<file path="src/hw/rtl/lge_pkg.sv">
// Shared types and constants of the life generation engine.
`default_nettype none
package lge_pkg;

	localparam int ROW_BITS   = 64;  // cells per row on the stream
	localparam int ROW_IDX_W  = 6;
	localparam int DIM_W      = 7;   // width_in_use / height_in_use
	localparam int ROUND_W    = 16;
	localparam int CFG_IDX_W  = 2;
	localparam int WALK_W     = 8;   // row walk counter, covers up to 127 rows plus two
	localparam int IN_DATA_W  = 72;
	localparam int OUT_DATA_W = 88;

	localparam logic [ROUND_W-1:0] ROUND_RESET = 16'd100;
	localparam logic [3:0]         NBR_BIRTH   = 4'd3;
	localparam logic [3:0]         NBR_KEEP    = 4'd2;

	typedef enum logic [1:0] {
		KIND_WRITE   = 2'd0,
		KIND_ADVANCE = 2'd1,
		KIND_READ    = 2'd2
	} kind_t;

	typedef enum logic [CFG_IDX_W-1:0] {
		CFG_WIDTH  = 2'd0,
		CFG_HEIGHT = 2'd1,
		CFG_ROUNDS = 2'd2
	} cfg_idx_t;

endpackage
`default_nettype wire

</file>
<file path="src/hw/rtl/lge_cell_lane.sv">
// One cell of the B3/S23 rule: neighbor count and next state.
`default_nettype none
module lge_cell_lane (
	input  wire logic [7:0] nbr,
	input  wire logic       self_alive,
	output logic            next_alive
);
	import lge_pkg::*;

	logic [3:0] count;

	always_comb begin
		count = 4'd0;
		for (int k = 0; k < 8; k++) begin
			count = count + {3'd0, nbr[k]};
		end
	end

	assign next_alive = (count == NBR_BIRTH) || ((count == NBR_KEEP) && self_alive);

endmodule
`default_nettype wire

</file>
<file path="src/hw/rtl/lge_row_engine.sv">
// One lane per column over a three-row window, merged into the next row and a live flag.
`default_nettype none
module lge_row_engine #(
	parameter int COLS = 64
) (
	input  wire logic [COLS-1:0] up_row,
	input  wire logic [COLS-1:0] mid_row,
	input  wire logic [COLS-1:0] dn_row,
	input  wire logic [COLS-1:0] col_mask,
	input  wire logic            row_ok,
	output logic      [COLS-1:0] next_row,
	output logic                 next_live
);

	logic [COLS-1:0] lane_alive;

	for (genvar c = 0; c < COLS; c++) begin : g_lane
		logic [2:0] left_col;
		logic [2:0] right_col;

		if (c > 0) begin : g_left
			assign left_col = {up_row[c-1], mid_row[c-1], dn_row[c-1]};
		end else begin : g_left_edge
			assign left_col = 3'd0;
		end

		if (c < COLS - 1) begin : g_right
			assign right_col = {up_row[c+1], mid_row[c+1], dn_row[c+1]};
		end else begin : g_right_edge
			assign right_col = 3'd0;
		end

		lge_cell_lane u_lane (
			.nbr        ({left_col, right_col, up_row[c], dn_row[c]}),
			.self_alive (mid_row[c]),
			.next_alive (lane_alive[c])
		);
	end

	// rows past the height and columns past the width come out dead
	assign next_row  = row_ok ? (lane_alive & col_mask) : '0;
	assign next_live = |next_row;

endmodule
`default_nettype wire

</file>
<file path="config.mk">
export PLATFORM = sky130hd
export DESIGN_NAME = lge_row_engine
export DESIGN_NICKNAME = d
export VERILOG_FILES = /design/src/hw/rtl/lge_pkg.sv /design/src/hw/rtl/lge_cell_lane.sv /design/src/hw/rtl/lge_row_engine.sv
export SDC_FILE = /design/constraint.sdc
export NUM_CORES = 1
export LEC_CHECK = 0
export CORE_MARGIN = 2
export CORE_UTILIZATION = 35
export DETAILED_ROUTE_END_ITERATION = 10
export DONT_BUFFER_PORTS = 1
export PLACE_DENSITY = 0.5
export SYNTH_ARGS = -nofsm -noshare
export SYNTH_HDL_FRONTEND = slang
export SYNTH_HIERARCHICAL = 1
export SYNTH_SLANG_ARGS = --single-unit
</file>
<file path="constraint.sdc">
create_clock -name vclk -period 5.6
set_clock_uncertainty 0.1 [all_clocks]
set_input_delay 0.56 -clock vclk [all_inputs]
set_output_delay 0.56 -clock vclk [all_outputs]
set_load 0.01 [all_outputs]
</file>
==> results of run 1 <==
## layer usage
layer	vias up	share of wire, %	wire, um	GRT usage, %
li1	4682	-	-	-
met1	4728	41	13300	20.7
met2	219	50	16300	31.1
met3	27	7.5	2450	3.85
met4	2	1.3	414	1.73
met5	-	0.052	17	0
## power breakdown
group	internal, uW	leakage (uW)	total [uW]	switching (uW)
clock network	0	0	0	0
registers	0	0	0	0
logic	1040	0.00853	2410	1370
total	1040	0.00853	2410	1370
## logic make-up after synthesis
| group | count (synthesis) | share of synthesized area (%) |
|---|---|---|
| compound gates | 215 | 12.6 |
| buf+inv | 711 | 20.3 |
| simple gates | 203 | 9.78 |
| other cells | 1 | 0.0285 |
| fa+ha+maj | 448 | 57.3 |
## metrics by stage
step                      instances  total power [uW]
after floorplan                1583              1830
after global placement         2047              2360
after detailed placement       2047              2430
after CTS                      2047              2460
after global routing           2047              2850
final                          2047              2410
## Yosys cell counts
cell type,count
o211a_1,37
nand4b_1,1
fa_1,256
a211oi_2,37
a22o_1,6
and3_1,63
o41ai_2,1
nand4_1,4
or2_1,37
o21ai_0,64
conb_1,1
or2_0,27
a221oi_2,5
clkbuf_1,7
a211oi_1,1
nand3_1,28
nor4_1,5
a21oi_1,54
a22oi_1,8
and3_2,1
inv_1,704
a22oi_2,2
ha_1,192
nand3b_1,37
## critical path, delay by kind of cell
kind                       cells  cell delay, ns
and+or+nand+nor                2            0.56
buffers and inverters          2            0.07
AOI/OAI and AO/OA              5            1.13
adders and majority gates      5            2.09
## worst paths after layout
path       start      endpoint  depth (start not counted)
min       row_ok  next_row[29]                          1
max   dn_row[35]     next_live                         14
## cell type report
cell class	count	area, um2
Fill cell	3882	23000
Multi-Input combinational cell	872	10500
Inverter	704	2640
Tap cell	468	586
Timing Repair Buffer	3	22.5
==> impl_summary.txt, run 1 <==
----------------------------------------------------
[Logic synthesis]
  Cell variety after synth ... 24
  Warning count from the yosys run ... 6
  Cell types occupying the most area after synthesis ... fa_1 39%, inv_1 20%, ha_1 18%
  Share of the synthesized area in the top cell type ... around 39%
  Post-synthesis cell area ... between 10000 and 15000 um2
  Cell type with the largest total area after synthesis ... fa_1
  Post-Syn Area per Cell ... about 8.3 um2
  Synthesized netlist cell count ... between 1500 and 2000
  Sequential share of the synthesized area ... 0%

[Placement]
  Setup slack at placement ... between 0.4 and 0.5 ns
  Routability congestion estimate ... roughly 0.84
  Dpl cell area ... ~14000 um2
  Port-buffer cells ... 0
  Half-perimeter wire length after placement ... around 30000 um

[Final layout]
  Post-route cell area ... about 14000 um2
  Final-layout clock buffer total ... 0
  Sequential cell area in the final layout ... 0 um2
  Commonest non-fill, non-tap cells in the layout ... 704 x inv_1, 256 x fa_1, 192 x ha_1, 64 x o21ai_0, 63 x and3_1
  Number of sequential cells in the layout ... 0
  Ratio of cells with drive above 1 in the final layout ... 3.10%
  Final design utilization ... a little under two fifths
  Number of nets in the finished design ... roughly 2300
  Most common cell after layout, fill and taps aside ... inv_1
  Ant diodes ... 0
  Signed area change from the synthesized netlist to the final layout ... 4.57%

[Min path]
  Class of the tightest hold or removal check ... in2out

[Detailed routing]
  Initial detailed-routing violation count ... about 210
  Detailed-route DRC error count ... 0
  Post-Route WL ... approximately 32000 um
  Wirelength per Cell ... 15.9 um
  Vias per cell ... around 4.7
  Number of iterations in the first detailed-routing pass ... 4
  Post-detailed-route count of antenna-violating nets ... 0
  Via count ... 9658

[Setup path]
  Delay of the slowest cell on the worst path ... 0.55 ns
  Critical Path Start Type ... input pin
  Master of the slowest instance on the critical path ... fa_1
  Critical path peak fanout ... 3
  Arrival time reported for the critical path endpoint ... between 4 and 5 ns
  Data required time at the worst endpoint ... 4.94 ns
  Critical path class ... in2out
  Most repeated library cell on the critical path ... fa_1
  Sort of element at the end of the critical path ... output port
  Worst path cell trace ... inv_1 > fa_1 > fa_1 > fa_1 > inv_1 > ha_1 > fa_1 > o21ai_0 > a21oi_1 > a22o_1 > a221oi_2 > nand4_1 > o41ai_2 > nand4b_1

[STA]
  Number of hold violations in the final report ... 0
  RSZ-0062 raised after global routing ... false
  Worst hold margin ... roughly 1.2 ns
  Part of the cycle the worst path needs ... between 90% and 100%
  Count of pins over their slew limit ... 0
  Minimum clock period ... around 5.1 ns
  Remaining max-slew budget at the tightest pin ... between 60 and 70%
  Highest clock frequency the design can meet ... roughly 0.20 GHz
  Final WS setup ... 0.519 ns
  Setup TNS ... 0 ns
  Number of endpoints failing setup at the final stage ... 0
  Transition at the pin with the smallest max-transition slack ... approximately 0.52 ns

[Pwr]
  Cell leakage power ... around 0.0085 uW
  Power density over the cells ... approximately 180 nW/um2
  Maximum ir drop on the vdd rail ... 0.0918 mV

[Floorplanning]
  Floorplan die width ... slightly below 200 um
  Initial Util ... 35.7%
  Row count ... 70
  I/O pins ... between 300 and 400
  Area of the core region ... 36800 um2
  Die outline height ... 198 um
  Total Die Area ... just under 40000 um2

[Global routing]
  Initial antenna violation count ... 2
  Maximum number of pins on one net before global-route repair ... 67
  Wire length of the first global-routing pass ... between 50000 and 60000 um
  Via count of the first global-routing pass ... 10400
  Overflow left after global routing ... 0
  GRT Overall Usage ... 16.9%

[Clocking]
  Post_cts resized ... 0
  Number of setup buffers added after CTS ... 0
  Cts-stage hold buffer count ... 0

[Run status]
  Run status ... finished clean

[Flow run]
  Maximum capacitance violations ... 0

----------------------------------------------------
Power figures use the tool's default switching activity.
==> run 2, diff against run 1 <==
PLACE_DENSITY = not set   (was 0.5)
==> impl_summary.txt, run 2 (synthesis gave the netlist of run 1 again) <==
----------------------------------------------------
[STA]
  Highest clock frequency the design can meet ... 0.190 GHz (was 0.197 GHz)
  Minimum clock period ... 5.26 ns (was 5.08 ns)
  Number of endpoints failing setup at the final stage ... 0 (unchanged)
  Setup TNS ... 0 ns (unchanged)
  Number of hold violations in the final report ... 0 (unchanged)
  Remaining max-slew budget at the tightest pin ... 50.9% (was 64.8%)
  Part of the cycle the worst path needs ... 93.8% (was 90.7%)
  Count of pins over their slew limit ... 0 (unchanged)
  RSZ-0062 raised after global routing ... false (unchanged)
  Transition at the pin with the smallest max-transition slack ... 0.729 ns (was 0.524 ns)

[Floorplanning]
  Row count ... 70 (unchanged)
  Initial Util ... 35.7% (unchanged)
  Floorplan die width ... 198 um (unchanged)
  I/O pins ... 322 (unchanged)
  Die outline height ... 198 um (unchanged)
  Area of the core region ... 36800 um2 (unchanged)
  Total Die Area ... 39100 um2 (unchanged)

[Detailed routing]
  Number of iterations in the first detailed-routing pass ... 4 (unchanged)
  Vias per cell ... 4.73 (was 4.72)
  Initial detailed-routing violation count ... 219 (was 208)
  Post-Route WL ... 32400 um (was 32500 um)
  Detailed-route DRC error count ... 0 (unchanged)
  Via count ... 9692 (was 9658)
  Wirelength per Cell ... 15.8 um (was 15.9 um)
  Post-detailed-route count of antenna-violating nets ... 0 (unchanged)

[Setup path]
  Arrival time reported for the critical path endpoint ... 4.60 ns (was 4.42 ns)
  Critical Path Start Type ... input pin (unchanged)
  Worst path cell trace ... inv_1 > fa_1 > fa_1 > fa_1 > inv_1 > ha_1 > fa_1 > o21ai_0 > a21oi_1 > a22o_1 > a221oi_2 > nand4_1 > o41ai_2 > nand4b_1 (unchanged)
  Critical path peak fanout ... 3 (unchanged)
  Delay of the slowest cell on the worst path ... 0.56 ns (was 0.55 ns)
  Number of buffer and inverter stages on the critical path ... 2 (unchanged)
  Cell type group with the largest total delay on the critical path ... adder cells (unchanged)
  Most repeated library cell on the critical path ... fa_1 (unchanged)
  Critical path class ... in2out (unchanged)
  Data required time at the worst endpoint ... 4.94 ns (about the same)
  Sort of element at the end of the critical path ... output port (unchanged)
  Master of the slowest instance on the critical path ... fa_1 (unchanged)

[Global routing]
  Wire length of the first global-routing pass ... 52900 um (was 52600 um)
  Overflow left after global routing ... 0 (unchanged)
  Via count of the first global-routing pass ... 10900 (was 10400)
  GRT Overall Usage ... 16.8% (was 16.9%)
  Initial antenna violation count ... 4 (was 2)
  Maximum number of pins on one net before global-route repair ... 67 (unchanged)

[Final layout]
  Fill cell total of the finished layout ... 3820 (was 3882)
  Signed area change from the synthesized netlist to the final layout ... 4.59% (was 4.57%)
  Final-layout clock buffer total ... 0 (unchanged)
  Ratio of cells with drive above 1 in the final layout ... 3.10% (unchanged)
  Sequential cell area in the final layout ... 0 um2 (unchanged)
  Number of sequential cells in the layout ... 0 (unchanged)
  Most common cell after layout, fill and taps aside ... inv_1 (unchanged)
  Commonest non-fill, non-tap cells in the layout ... 704 x inv_1, 256 x fa_1, 192 x ha_1, 64 x o21ai_0, 63 x and3_1 (unchanged)
  Number of nets in the finished design ... 2286 (unchanged)
  Final design utilization ... 37.4% (about the same)
  Multi-input gate area ... 10500 um2 (unchanged)

[Pwr]
  Sequential fraction of design power ... 0% (about the same)
  Power density over the cells ... 176 nW/um2 (was 175 nW/um2)
  Cell leakage power ... 0.00853 uW (about the same)
  Clk pwr share ... 0% (about the same)
  Maximum ir drop on the vdd rail ... 0.102 mV (was 0.0918 mV)
  Net switching power of the design ... 1380 uW (was 1370 uW)
  Logic pwr share ... 100.0% (about the same)
  Power Internal ... 1040 uW (about the same)
  Net Sw Frac ... 57.0% (was 56.9%)

[Run status]
  Run status ... finished clean (unchanged)

[Flow run]
  Maximum capacitance violations ... 0 (unchanged)

[Min path]
  Hold-critical path depth ... 1 (unchanged)
  Worst min-delay path startpoint ... row_ok (unchanged)
  Hold endpoint ... next_row[19] (was next_row[29])
  Class of the tightest hold or removal check ... in2out (unchanged)

[Placement]
  Half-perimeter wire length after placement ... 30800 um (was 30600 um)
  Port-buffer cells ... 0 (unchanged)
  Routability congestion estimate ... 0.883 (was 0.843)

[Clocking]
  Cts-stage hold buffer count ... 0 (unchanged)
  Number of setup buffers added after CTS ... 0 (unchanged)
  Post_cts resized ... 0 (unchanged)

----------------------------------------------------
run 2: cell count changes in the layout (fill, tap and decap cells not counted), sizes merged:
cell,delta
diode,+1
run 2: power groups by stage:
stage | sequential, uW | combinational [uW] | clock [uW]
2_1_floorplan | 0 | 1830 | 0
3_3_place_gp | 0 | 2340 | 0
3_5_place_dp | 0 | 2450 | 0
4_1_cts | 0 | 2470 | 0
5_1_grt | 0 | 2860 | 0.0000239
6_report | 0 | 2420 | 0.0000239
run 2: routing by layer:
layer / share of wire [%] / vias up / GRT usage, %
met5: 0 / - / 0
met4: 1.3 / 0 / 1.87
met3: 6.9 / 24 / 3.34
met2: 52 / 235 / 31.7
met1: 40 / 4745 / 20.4
li1: - / 4688 / -
run 2: area by class of cell:
class / instances / share of cell area [%]
inverters: 704 / 19.2
diodes: 1 / 0.0182
multi-input cells: 872 / 76.3
repair buffers: 3 / 0.164
well taps: 468 / 4.26
run 2: worst max path at each step:
stage / start / endpoint / cells past startpoint
global route: dn_row[35] / next_live / 14
finish: dn_row[35] / next_live / 14
floorplan: dn_row[18] / next_live / 14
CTS: dn_row[35] / next_live / 14
detailed placement: dn_row[35] / next_live / 14
global placement: dn_row[35] / next_live / 14
run 2: stage by stage:
step	hold slack, ns	setup slack [ns]	power (uW)	cell area (um2)	cells
finish	1.19	0.345	2420	13700	2048
global route	1.19	0.0915	2860	13700	2048
CTS	1.18	0.201	2470	13700	2047
detailed placement	1.18	0.212	2450	13700	2047
global placement	1.18	0.300	2340	13700	2047
floorplan	1.17	1.14	1830	13200	1583
==> run 3, diff against run 2 <==
PLACE_DENSITY = 0.47   (was not set)
==> impl_summary.txt, run 3 (synthesis gave the netlist of run 1 again) <==
----------------------------------------------------
[Run status]
  Run status ... finished clean (unchanged)

[Floorplanning]
  Die outline height ... 198 um (unchanged)
  Floorplan die width ... 198 um (unchanged)
  I/O pins ... 322 (unchanged)
  Initial Util ... 35.7% (unchanged)
  Row count ... 70 (unchanged)
  Area of the core region ... 36800 um2 (unchanged)
  Total Die Area ... 39100 um2 (unchanged)

[STA]
  Setup TNS ... 0 ns (unchanged)
  Number of hold violations in the final report ... 0 (unchanged)
  Remaining max-slew budget at the tightest pin ... 61.8% (was 50.9%)
  Number of endpoints failing setup at the final stage ... 0 (unchanged)
  Transition at the pin with the smallest max-transition slack ... 0.573 ns (was 0.729 ns)
  Count of pins over their slew limit ... 0 (unchanged)
  Highest clock frequency the design can meet ... 0.195 GHz (was 0.190 GHz)
  RSZ-0062 raised after global routing ... false (unchanged)
  Part of the cycle the worst path needs ... 91.4% (was 93.8%)
  Minimum clock period ... 5.12 ns (was 5.26 ns)

[Min path]
  Worst min-delay path startpoint ... col_mask[62] (was row_ok)
  Class of the tightest hold or removal check ... in2out (unchanged)

[Clocking]
  Number of setup buffers added after CTS ... 0 (unchanged)
  Cts-stage hold buffer count ... 0 (unchanged)
  Post_cts resized ... 0 (unchanged)

[Detailed routing]
  Total routed wire length on the met1 layer ... 13500 um (was 13100 um)
  Vias per cell ... 4.64 (was 4.73)
  Sum of met2 wire segment lengths after detailed routing ... 15700 um (was 16700 um)
  Via count ... 9504 (was 9692)
  Number of iterations in the first detailed-routing pass ... 4 (unchanged)
  Wirelength per Cell ... 15.9 um (was 15.8 um)
  Initial detailed-routing violation count ... 200 (was 219)
  Highest Signal Layer ... met5 (was met4)
  Post-Route WL ... 32500 um (was 32400 um)
  WL met3 ... 2630 um (was 2220 um)
  Detailed-route DRC error count ... 0 (unchanged)
  Post-detailed-route count of antenna-violating nets ... 0 (unchanged)

[Final layout]
  Sequential cell area in the final layout ... 0 um2 (unchanged)
  Post-route non-filler standard cell count ... 2047 (was 2048)
  Final-layout clock buffer total ... 0 (unchanged)
  Post-route cell area ... 13700 um2 (about the same)
  Number of nets in the finished design ... 2286 (unchanged)
  Number of sequential cells in the layout ... 0 (unchanged)
  Signed area change from the synthesized netlist to the final layout ... 4.57% (was 4.59%)
  Fill cell total of the finished layout ... 3863 (was 3820)
  Ant diodes ... 0 (was 1)
  Most common cell after layout, fill and taps aside ... inv_1 (unchanged)
  Ratio of cells with drive above 1 in the final layout ... 3.10% (unchanged)
  Commonest non-fill, non-tap cells in the layout ... 704 x inv_1, 256 x fa_1, 192 x ha_1, 64 x o21ai_0, 63 x and3_1 (unchanged)

[Flow run]
  Maximum capacitance violations ... 0 (unchanged)

[Setup path]
  Arrival time reported for the critical path endpoint ... 4.46 ns (was 4.60 ns)
  Critical Path Start ... dn_row[13] (was dn_row[35])
  Data required time at the worst endpoint ... 4.94 ns (about the same)
  Most repeated library cell on the critical path ... fa_1 (unchanged)
  Worst path cell trace ... inv_1 > fa_1 > fa_1 > fa_1 > inv_1 > ha_1 > fa_1 > o21ai_0 > a211oi_2 > and3_1 > nor4_1 > buf_4 > nand4_1 > nand4b_1 (was inv_1 > fa_1 > fa_1 > fa_1 > inv_1 > ha_1 > fa_1 > o21ai_0 > a21oi_1 > a22o_1 > a221oi_2 > nand4_1 > o41ai_2 > nand4b_1)
  Delay of the slowest cell on the worst path ... 0.55 ns (was 0.56 ns)
  Master of the slowest instance on the critical path ... fa_1 (unchanged)
  Critical Path Start Type ... input pin (unchanged)
  Sort of element at the end of the critical path ... output port (unchanged)
  Critical path peak fanout ... 3 (unchanged)
  Critical path class ... in2out (unchanged)

[Placement]
  Port-buffer cells ... 0 (unchanged)
  Dpl cell area ... 13700 um2 (unchanged)
  Cell count after placement ... 2047 (unchanged)
  Half-perimeter wire length after placement ... 30800 um (about the same)
  Routability congestion estimate ... 0.825 (was 0.883)

[Global routing]
  Via count of the first global-routing pass ... 10300 (was 10900)
  Wire length of the first global-routing pass ... 52500 um (was 52900 um)
  Maximum number of pins on one net before global-route repair ... 67 (unchanged)
  GRT Overall Usage ... 16.9% (was 16.8%)
  Overflow left after global routing ... 0 (unchanged)
  Initial antenna violation count ... 2 (was 4)

[Pwr]
  Maximum ir drop on the vdd rail ... 0.0797 mV (was 0.102 mV)
  Cell leakage power ... 0.00853 uW (about the same)
  Power density over the cells ... 175 nW/um2 (was 176 nW/um2)

----------------------------------------------------
## run 3: changes by cell type in the layout (fill, tap and decap cells not counted)
cell     change
diode_2      -1
## run 3: worst max-delay path: cells and delay by family
family / cells / cell delay, ns
compound gates: 2 / 0.21
fa+ha+maj: 5 / 2.11
buf+inv: 3 / 0.29
simple gates: 4 / 1.30
## run 3: where the power goes
group / leakage, uW / total (uW) / internal, uW / switching [uW]
combinational: 0.00853 / 2400 / 1030 / 1370
sequential: 0 / 0 / 0 / 0
clock: 0 / 0 / 0 / 0
## run 3: through the flow
step	utilization (%)	hold WS (ns)	worst slack, ns	total power, uW
2_1_floorplan	-	1.17	1.14	1830
3_3_place_gp	37.4	1.18	0.435	2380
3_5_place_dp	37.4	1.18	0.409	2440
4_1_cts	37.4	1.18	0.378	2460
5_1_grt	37.4	1.19	0.283	2850
6_report	37.4	1.19	0.480	2400
## run 3: metal layers
layer	global-route usage, %	up-vias
li1	-	4686
met1	20.9	4585
met2	29.9	212
met3	4.55	19
met4	2.42	2
met5	0	-
## run 3: layout make-up
| type | instances | area [um2] | share of cell area (%) |
|---|---|---|---|
| multi-input combinational | 872 | 10500 | 76.4 |
| tap | 468 | 586 | 4.26 |
| inverter | 704 | 2640 | 19.2 |
| timing repair buffer | 3 | 22.5 | 0.164 |
## run 3: path summary, 6_finish.rpt
path	to	slack, ns	cells past startpoint
worst min-delay path	next_row[62]	1.19	1
worst max-delay path	next_live	0.48	14
